==> config.mk <==
export PLATFORM = sky130hd
export DESIGN_NAME = radix_text_to_integer_parser_unit
export DESIGN_NICKNAME = d
export VERILOG_FILES = /design/src/rtl/rtti_pkg.sv /design/src/rtl/rtti_front.sv /design/src/rtl/rtti_queue.sv /design/src/rtl/rtti_back.sv /design/src/rtl/radix_text_to_integer_parser_unit.sv
export SDC_FILE = /design/constraint.sdc
export NUM_CORES = 2
export LEC_CHECK = 0
export BUFFER_PORTS_ARGS = -buffer_cell sky130_fd_sc_hd__buf_2
export CAP_MARGIN = 20
export CORE_ASPECT_RATIO = 1.1
export CORE_UTILIZATION = 40
export DETAILED_ROUTE_END_ITERATION = 8
export PLACE_DENSITY = 0.52
export SLEW_MARGIN = 20
export SYNTH_ARGS = -nofsm -noshare
export SYNTH_HDL_FRONTEND = slang
export SYNTH_SLANG_ARGS = --single-unit
==> constraint.sdc <==
create_clock -name aclk -period 20.6 [get_ports aclk]
set_clock_uncertainty 0.2 [all_clocks]
set_input_delay 4.12 -clock aclk [delete_from_list [all_inputs] [get_ports aclk]]
set_output_delay 4.12 -clock aclk [all_outputs]
set_load 0.01 [all_outputs]
==> src/rtl/rtti_pkg.sv <==
package rtti_pkg;

    localparam int CFG_ADDR_W = 3;
    localparam int CFG_DATA_W = 32;
    localparam int BASE_W     = 6;
    localparam int DIGIT_W    = 6;
    localparam int ACC_W      = 64;
    localparam int CNT_W      = 8;

    // register index, taken from paddr above the byte offset
    localparam logic [0:0] REG_NUMBER_BASE = 1'b0;

    localparam logic [BASE_W-1:0] BASE_RESET = 6'd10;
    localparam logic [BASE_W-1:0] BASE_MAX   = 6'd36;
    localparam logic [BASE_W-1:0] BASE_OCT   = 6'd8;
    localparam logic [BASE_W-1:0] BASE_DEC   = 6'd10;
    localparam logic [BASE_W-1:0] BASE_HEX   = 6'd16;
    localparam logic [BASE_W-1:0] BASE_BIN   = 6'd2;

    localparam logic [7:0] CH_CASE_MASK = 8'h5f;
    localparam logic [7:0] CH_MINUS     = 8'h2d;
    localparam logic [7:0] CH_ZERO      = 8'h30;
    localparam logic [7:0] CH_NINE      = 8'h39;
    localparam logic [7:0] CH_UPPER_A   = 8'h41;
    localparam logic [7:0] CH_UPPER_Z   = 8'h5a;
    localparam logic [7:0] CH_UPPER_X   = 8'h58;
    localparam logic [7:0] CH_UPPER_B   = 8'h42;

    typedef struct packed {
        logic [7:0] ch;
        logic       start_req;
    } rtti_in_t;

    typedef struct packed {
        logic signed [ACC_W-1:0] value;
        logic [CNT_W-1:0]        length_used;
        logic                    finished;
        logic                    bad_base;
    } rtti_result_t;

    // classified character, as it travels through the queue
    typedef struct packed {
        logic               start;
        logic               is_minus;
        logic               is_zero;
        logic               is_x;
        logic               is_b;
        logic               digit_ok;
        logic [DIGIT_W-1:0] digit;
    } rtti_item_t;

    typedef enum logic [5:0] {
        PH_SIGN   = 6'b000001,
        PH_PREFIX = 6'b000010,
        PH_ZERO   = 6'b000100,
        PH_DIGITS = 6'b001000,
        PH_DONE   = 6'b010000,
        PH_BAD    = 6'b100000
    } rtti_phase_t;

endpackage

==> src/rtl/rtti_front.sv <==
module rtti_front (
    input  rtti_pkg::rtti_in_t   in_data,
    output rtti_pkg::rtti_item_t item
);
    import rtti_pkg::*;

    logic       ascii;
    logic [7:0] upper;
    logic [7:0] dec_off;
    logic [7:0] alpha_off;

    assign ascii     = ~in_data.ch[7];
    assign upper     = in_data.ch & CH_CASE_MASK;
    assign dec_off   = in_data.ch - CH_ZERO;
    assign alpha_off = upper - CH_UPPER_A + 8'd10;

    always_comb begin
        item          = '0;
        item.start    = in_data.start_req;
        item.is_minus = (in_data.ch == CH_MINUS);
        item.is_zero  = (in_data.ch == CH_ZERO);
        item.is_x     = ascii && (upper == CH_UPPER_X);
        item.is_b     = ascii && (upper == CH_UPPER_B);
        if (ascii && in_data.ch >= CH_ZERO && in_data.ch <= CH_NINE) begin
            item.digit_ok = 1'b1;
            item.digit    = dec_off[DIGIT_W-1:0];
        end else if (ascii && upper >= CH_UPPER_A && upper <= CH_UPPER_Z) begin
            item.digit_ok = 1'b1;
            item.digit    = alpha_off[DIGIT_W-1:0];
        end
    end

endmodule

==> src/rtl/rtti_queue.sv <==
module rtti_queue (
    input  logic                 aclk,
    input  logic                 aresetn,
    input  logic                 push,
    input  rtti_pkg::rtti_item_t push_item,
    output logic                 full,
    input  logic                 pop,
    output logic                 not_empty,
    output rtti_pkg::rtti_item_t pop_item
);
    import rtti_pkg::*;

    rtti_item_t entry_reg [2];
    logic       wr_ptr_reg, wr_ptr_next;
    logic       rd_ptr_reg, rd_ptr_next;
    logic [1:0] count_reg, count_next;

    assign full      = (count_reg == 2'd2);
    assign not_empty = (count_reg != 2'd0);
    assign pop_item  = entry_reg[rd_ptr_reg];

    always_comb begin
        wr_ptr_next = push ? ~wr_ptr_reg : wr_ptr_reg;
        rd_ptr_next = pop ? ~rd_ptr_reg : rd_ptr_reg;
        count_next  = count_reg + {1'b0, push} - {1'b0, pop};
    end

    always_ff @(posedge aclk) begin
        if (!aresetn) begin
            wr_ptr_reg <= 1'b0;
            rd_ptr_reg <= 1'b0;
            count_reg  <= 2'd0;
        end else begin
            wr_ptr_reg <= wr_ptr_next;
            rd_ptr_reg <= rd_ptr_next;
            count_reg  <= count_next;
        end
    end

    always_ff @(posedge aclk) begin
        if (push) begin
            entry_reg[wr_ptr_reg] <= push_item;
        end
    end

endmodule

==> src/rtl/rtti_back.sv <==
module rtti_back (
    input  logic                          aclk,
    input  logic                          aresetn,
    input  logic [rtti_pkg::BASE_W-1:0]   number_base,
    input  logic                          item_valid,
    input  rtti_pkg::rtti_item_t          item,
    output logic                          item_pop,
    output logic                          m_valid,
    input  logic                          m_ready,
    output rtti_pkg::rtti_result_t        m_data
);
    import rtti_pkg::*;

    rtti_phase_t       phase_reg, phase_next;
    logic [ACC_W-1:0]  acc_reg, acc_next;
    logic              neg_reg, neg_next;
    logic [BASE_W-1:0] base_reg, base_next;
    logic [CNT_W-1:0]  cnt_reg, cnt_next;
    logic              m_valid_reg, m_valid_next;
    rtti_result_t      m_data_reg, m_data_next;

    logic              used;
    logic              base_bad;
    logic [ACC_W-1:0]  limit;
    logic [ACC_W+5:0]  prod;
    logic [ACC_W+6:0]  mac;

    assign item_pop = item_valid && (!m_valid_reg || m_ready);
    assign m_valid  = m_valid_reg;
    assign m_data   = m_data_reg;

    assign base_bad = (number_base != '0) && ((number_base < BASE_BIN) || (number_base > BASE_MAX));

    always_comb begin
        phase_next = phase_reg;
        acc_next   = acc_reg;
        neg_next   = neg_reg;
        base_next  = base_reg;
        cnt_next   = cnt_reg;
        used       = 1'b0;
        limit      = '0;
        prod       = '0;
        mac        = '0;

        if (item.start) begin
            phase_next = PH_SIGN;
            acc_next   = '0;
            neg_next   = 1'b0;
            base_next  = BASE_RESET;
            cnt_next   = '0;
        end

        // sign and base selection on the first character
        if (phase_next == PH_SIGN) begin
            if (base_bad) begin
                phase_next = PH_BAD;
                used       = 1'b1;
            end else begin
                if (number_base != '0) begin
                    base_next = number_base;
                end
                if (item.is_minus) begin
                    neg_next = 1'b1;
                    used     = 1'b1;
                end
                phase_next = (number_base == '0) ? PH_PREFIX : PH_DIGITS;
            end
        end

        if (!used && phase_next == PH_PREFIX) begin
            if (item.is_zero) begin
                base_next  = BASE_OCT;
                used       = 1'b1;
                phase_next = PH_ZERO;
            end else begin
                base_next  = BASE_DEC;
                phase_next = PH_DIGITS;
            end
        end

        if (!used && phase_next == PH_ZERO) begin
            if (item.is_x) begin
                base_next = BASE_HEX;
                used      = 1'b1;
            end else if (item.is_b) begin
                base_next = BASE_BIN;
                used      = 1'b1;
            end
            phase_next = PH_DIGITS;
        end

        // multiply-accumulate, clamp at the signed limit
        if (!used && phase_next == PH_DIGITS) begin
            if (base_next >= BASE_BIN && item.digit_ok && item.digit < base_next) begin
                limit = neg_next ? {1'b1, {(ACC_W-1){1'b0}}} : {1'b0, {(ACC_W-1){1'b1}}};
                prod  = (ACC_W+6)'(acc_next) * (ACC_W+6)'(base_next);
                mac   = (ACC_W+7)'(prod) + (ACC_W+7)'(item.digit);
                if (mac > (ACC_W+7)'(limit)) begin
                    acc_next = limit;
                end else begin
                    acc_next = mac[ACC_W-1:0];
                end
                used = 1'b1;
            end else begin
                phase_next = PH_DONE;
            end
        end

        // the bad-base step marks used but consumes nothing
        if (used && phase_next != PH_BAD && cnt_next != {CNT_W{1'b1}}) begin
            cnt_next = cnt_next + CNT_W'(1);
        end
    end

    always_comb begin
        m_valid_next = m_valid_reg;
        m_data_next  = m_data_reg;
        if (m_ready) begin
            m_valid_next = 1'b0;
        end
        if (item_pop) begin
            m_valid_next = 1'b1;
            if (phase_next == PH_BAD) begin
                m_data_next.value       = '0;
                m_data_next.length_used = '0;
                m_data_next.finished    = 1'b1;
                m_data_next.bad_base    = 1'b1;
            end else begin
                m_data_next.value       = neg_next ? $signed(-acc_next) : $signed(acc_next);
                m_data_next.length_used = cnt_next;
                m_data_next.finished    = (phase_next == PH_DONE);
                m_data_next.bad_base    = 1'b0;
            end
        end
    end

    always_ff @(posedge aclk) begin
        if (!aresetn) begin
            phase_reg   <= PH_SIGN;
            acc_reg     <= '0;
            neg_reg     <= 1'b0;
            base_reg    <= BASE_RESET;
            cnt_reg     <= '0;
            m_valid_reg <= 1'b0;
        end else begin
            if (item_pop) begin
                phase_reg <= phase_next;
                acc_reg   <= acc_next;
                neg_reg   <= neg_next;
                base_reg  <= base_next;
                cnt_reg   <= cnt_next;
            end
            m_valid_reg <= m_valid_next;
        end
    end

    always_ff @(posedge aclk) begin
        m_data_reg <= m_data_next;
    end

endmodule

==> src/rtl/radix_text_to_integer_parser_unit.sv <==
// Streaming text-to-integer parser, one ASCII character per item.
// s_ channel: s_data.ch is the raw byte, s_data.start_req marks the first
// character of a new string and clears the running parse.
// m_ channel: one result per input item with the value parsed so far
// (saturated at the signed 64-bit limits), the characters consumed, a
// finished flag once a non-digit ends the number, and bad_base.
// APB port: register number_base at byte address 0 (radix 2..36, or 0 to
// pick the radix from a "0", "0x" or "0b" prefix). It is sampled on the
// first character of each string; write it only while the block is idle.
// An accepted item is written into the queue; when the back end pops it,
// its result is loaded into the output register. The block takes one item
// per cycle while the receiver keeps up; the multiply-accumulate is combinational.
// A two-entry queue sits between the classifier and the back end; when the
// receiver stalls the queue fills and s_ready drops once it holds two items.
// Reset (aresetn low, synchronous) empties the queue and output register,
// clears the parse and sets number_base to 10.
module radix_text_to_integer_parser_unit (
    input  logic                                aclk,
    input  logic                                aresetn,
    input  logic                                s_valid,
    output logic                                s_ready,
    input  rtti_pkg::rtti_in_t                  s_data,
    output logic                                m_valid,
    input  logic                                m_ready,
    output rtti_pkg::rtti_result_t              m_data,
    input  logic                                psel,
    input  logic                                penable,
    input  logic                                pwrite,
    input  logic [rtti_pkg::CFG_ADDR_W-1:0]     paddr,
    input  logic [rtti_pkg::CFG_DATA_W-1:0]     pwdata,
    output logic [rtti_pkg::CFG_DATA_W-1:0]     prdata,
    output logic                                pready
);
    import rtti_pkg::*;

    logic [BASE_W-1:0] number_base_reg, number_base_next;
    logic              cfg_sel;
    rtti_item_t        front_item;
    rtti_item_t        queue_item;
    logic              queue_full;
    logic              queue_valid;
    logic              queue_pop;

    // --- configuration register ---
    assign pready  = 1'b1;
    assign cfg_sel = (paddr[CFG_ADDR_W-1:2] == REG_NUMBER_BASE);
    assign prdata  = cfg_sel ? CFG_DATA_W'(number_base_reg) : '0;

    always_comb begin
        number_base_next = number_base_reg;
        if (psel && penable && pwrite && pready && cfg_sel) begin
            number_base_next = pwdata[BASE_W-1:0];
        end
    end

    always_ff @(posedge aclk) begin
        if (!aresetn) begin
            number_base_reg <= BASE_RESET;
        end else begin
            number_base_reg <= number_base_next;
        end
    end

    // --- front: classify the character, push into the queue ---
    assign s_ready = ~queue_full;

    rtti_front u_front (
        .in_data (s_data),
        .item    (front_item)
    );

    // --- queue: decouple front and back so each can stall ---
    rtti_queue u_queue (
        .aclk      (aclk),
        .aresetn   (aresetn),
        .push      (s_valid && s_ready),
        .push_item (front_item),
        .full      (queue_full),
        .pop       (queue_pop),
        .not_empty (queue_valid),
        .pop_item  (queue_item)
    );

    // --- back: advance the parse and hold the result for the receiver ---
    rtti_back u_back (
        .aclk        (aclk),
        .aresetn     (aresetn),
        .number_base (number_base_reg),
        .item_valid  (queue_valid),
        .item        (queue_item),
        .item_pop    (queue_pop),
        .m_valid     (m_valid),
        .m_ready     (m_ready),
        .m_data      (m_data)
    );

endmodule
==> results.cfg <==
[routing]
drt_wl_total_um = 89900
antenna_left = 0
remaining_drc_errors = 0
routed_via_density = 5.91
wl_per_cell_um = 22.1
first_iter_violations = 1931
firstDrtPassIters = 6
vias = 24100

[sta]
setup_viol = 0
report.final.slew_viol_count = 0
max_freq_mhz = 59.3
hold_violations = 0
timing.final.crit_share_pct = 81.9
fin_crit_ns = 16.86
slew_headroom_pct = 26.1
rsz0062_at_grt = false
fin_setup_tns_ns = 0
setup_ws_ns = 3.74
hold_ws_ns = 0.256
worst_pin_slew_ns = 1.11

[critical_path]
critPathLaunchType = flip-flop
cp-end-kind = flip-flop
slowest_stage = dfxtp_1
arrival_ns = 16.85
cp-endpoint = u_back.m_data[54]$_SDFFCE_PP0P_
reg2reg_slack_ns = 3.74
r2r_end = u_back.m_data[54]$_SDFFCE_PP0P_
worstPathRequired_ns = 20.59
cp_common_cell = buf_4
r2r_cells = 46
worst-setup-path-type = reg -> reg
critical_path.max_stage_delay_ns = 0.86
cp_max_fo = 65

[power_and_ir_drop]
netSwitchingFraction_pct = 52.8
p_total_mw = 2.74
p_sw_mw = 1.45
pwr-share-clk_pct = 13.2
irDropWorstVdd_mv = 0.0747
power_frac_seq_pct = 23.4
power.density_nw_per_um2 = 98.8
comb_power_share_pct = 63.3
p_leak_nw = 12.7
intPower_mw = 1.30

[placement]
dpl_cell_area_um2 = 27200
io_buffers = 104
post-dp-hpwl_um = 68900
pre_cts_slack_ns = 4.07
dpl.cell_count = 4038
gp_congestion = 0.963

[clocking]
clkTransAtPathRegs_ns = 0.08
cts_buffer_depth = 2
insertion_delay_ns = 0.49
cts_tree = yes
cts.sinks = 195
cts_buffers = 17
htree_levels = 4
post-cts-setup-buffers = 0
cts_root_buffer = clkbuf_16
cts_hold_buffers = 0
cts_resized = 0

[finish]
nets = 3748
fin_util_pct = 43.3
syn_to_final_growth_pct = 6.27
fill_cells = 6516
largest_reg_flops = 74
instances_no_fill = 4070
diodes = 0
finish.instance_area_um2 = 27800
drive_gt1_share_pct = 7.40

[global_routing]
track_usage_pct = 27.3
grt_pass1_wl_um = 141000
antenna_found_initial = 1
grt_pass1_vias = 24400
grt_remaining_overflow = 0
grt_max_degree = 88

[min_path]
hold_class = reg -> reg

[logic_synthesis]
syn_area_um2 = 26100
yosysMostFrequentCell = nor2_1
yosys_warnings = 0
yosysTopAreaCell = fa_1
synth_edf_count = 98
async_reset_ff_share_pct = 0
yosysUniqueCellTypes = 107
netlist_instances = 3253
syn_area_per_cell_um2 = 8.04
ys_top_cells_by_count = nor2_1, nand2_1, a21oi_1, fa_1, ha_1
synth_area_leaders = fa_1, edfxtp_1, ha_1
synth_top_area_share_pct = 19.3
synth_seq_cells = 195
synthFlopType = edfxtp_1
ys_seq_area_share_pct = 18.7

[floorplan]
core_area_um2 = 64200
die_w_um = 246
ioPinCount = 160
initial_utilization_pct = 40.7
dieHeight_um = 270
dieArea_um2 = 66400
rows = 97

[outcome]
status = finished clean

[run]
maxCapViolations = 0
## final cells by class
class,instances,area (µm²),area share (%)
clock buffers,17,425,1.53
clock inverters,15,181,0.653
flip-flops and latches,195,4880,17.6
inverters,207,782,2.82
well taps,841,1050,3.79
multi-input cells,2657,19700,70.8
repair buffers,138,776,2.79
## worst max-delay path, delay by kind of cell, from the launching register on
family,cells,cell delay (ns)
adders and majority gates,6,2.76
xor gates and xnor gates,2,0.61
DFF,1,0.86
and+or+nand+nor,6,1.63
buffers and inverters,10,3.07
AOI/OAI and AO/OA,21,6.98
muxes,1,0.33
## power by group through the flow
stage	registers (mW)	clock network [mW]	logic [mW]
after floorplan	0.676	0	1.11
after global placement	0.651	0	1.69
after detailed placement	0.653	0	1.71
after CTS	0.645	0.369	1.72
after global routing	0.656	0.383	1.88
final	0.643	0.362	1.74
## layer usage
layer  wire [µm]  global-route usage (%)  part of all wire, %  vias up
met5           9                       0                0.010        -
met2       43200                    45.8                   48      878
met3        5130                    2.57                  5.7      146
met1       38600                    36.7                   43    12000
li1            -                       -                    -    11000
met4        2990                    9.14                  3.3        2
## kinds of logic (layout without fill, tap and decap cells)
kind of cell    Yosys count  in the layout  synth area share, %
flops                   195            195                 18.7
mux                      21             21                0.842
buf+inv                 426            377                 6.71
other cells               2             27               0.0287
simple gates           1296           1296                 22.0
xor+xnor                135            135                 4.52
fa+ha+maj               481            481                 30.3
compound gates          697            697                 16.9
## worst min-delay path by stage
stage | startpoint | endpoint | slack [ns] | cells past startpoint
3_3_place_gp | u_back.acc_reg[48]$_SDFFE_PN0P_ | u_back.acc_reg[48]$_SDFFE_PN0P_ | 0.24 | 2
4_1_cts | u_back.acc_reg[49]$_SDFFE_PN0P_ | u_back.acc_reg[49]$_SDFFE_PN0P_ | 0.26 | 2
5_1_grt | u_back.base_reg[0]$_SDFFE_PN0P_ | u_back.base_reg[0]$_SDFFE_PN0P_ | 0.27 | 2
2_1_floorplan | u_back.acc_reg[48]$_SDFFE_PN0P_ | u_back.acc_reg[48]$_SDFFE_PN0P_ | 0.23 | 2
6_report | u_back.acc_reg[51]$_SDFFE_PN0P_ | u_back.acc_reg[51]$_SDFFE_PN0P_ | 0.26 | 2
3_5_place_dp | u_back.acc_reg[49]$_SDFFE_PN0P_ | u_back.acc_reg[49]$_SDFFE_PN0P_ | 0.24 | 2
## layout by cell type (no fill, tap or decap), drive strengths merged, types with 8 or more instances in the layout
cell,n
nand2b,9
nand4,45
dfxtp,97
a21boi,8
ha,229
a21oi,270
a21o,28
a211oi,54
inv,215
conb,27
xnor2,74
o22ai,8
mux2i,13
nand3,81
and2,37
fa,252
nand2,415
o31a,8
edfxtp,98
nor2,531
and4,15
a211o,9
a311oi,8
nor4,22
buf,138
or3,16
o21a,12
nor2b,15
and3,16
a22oi,12
o21bai,16
a31oi,29
o211ai,19
o31ai,10
xor2,61
o21ai,144
clkbuf,17
mux2,8
nor3,64
No activity file was read; power rests on OpenSTA's default activity.
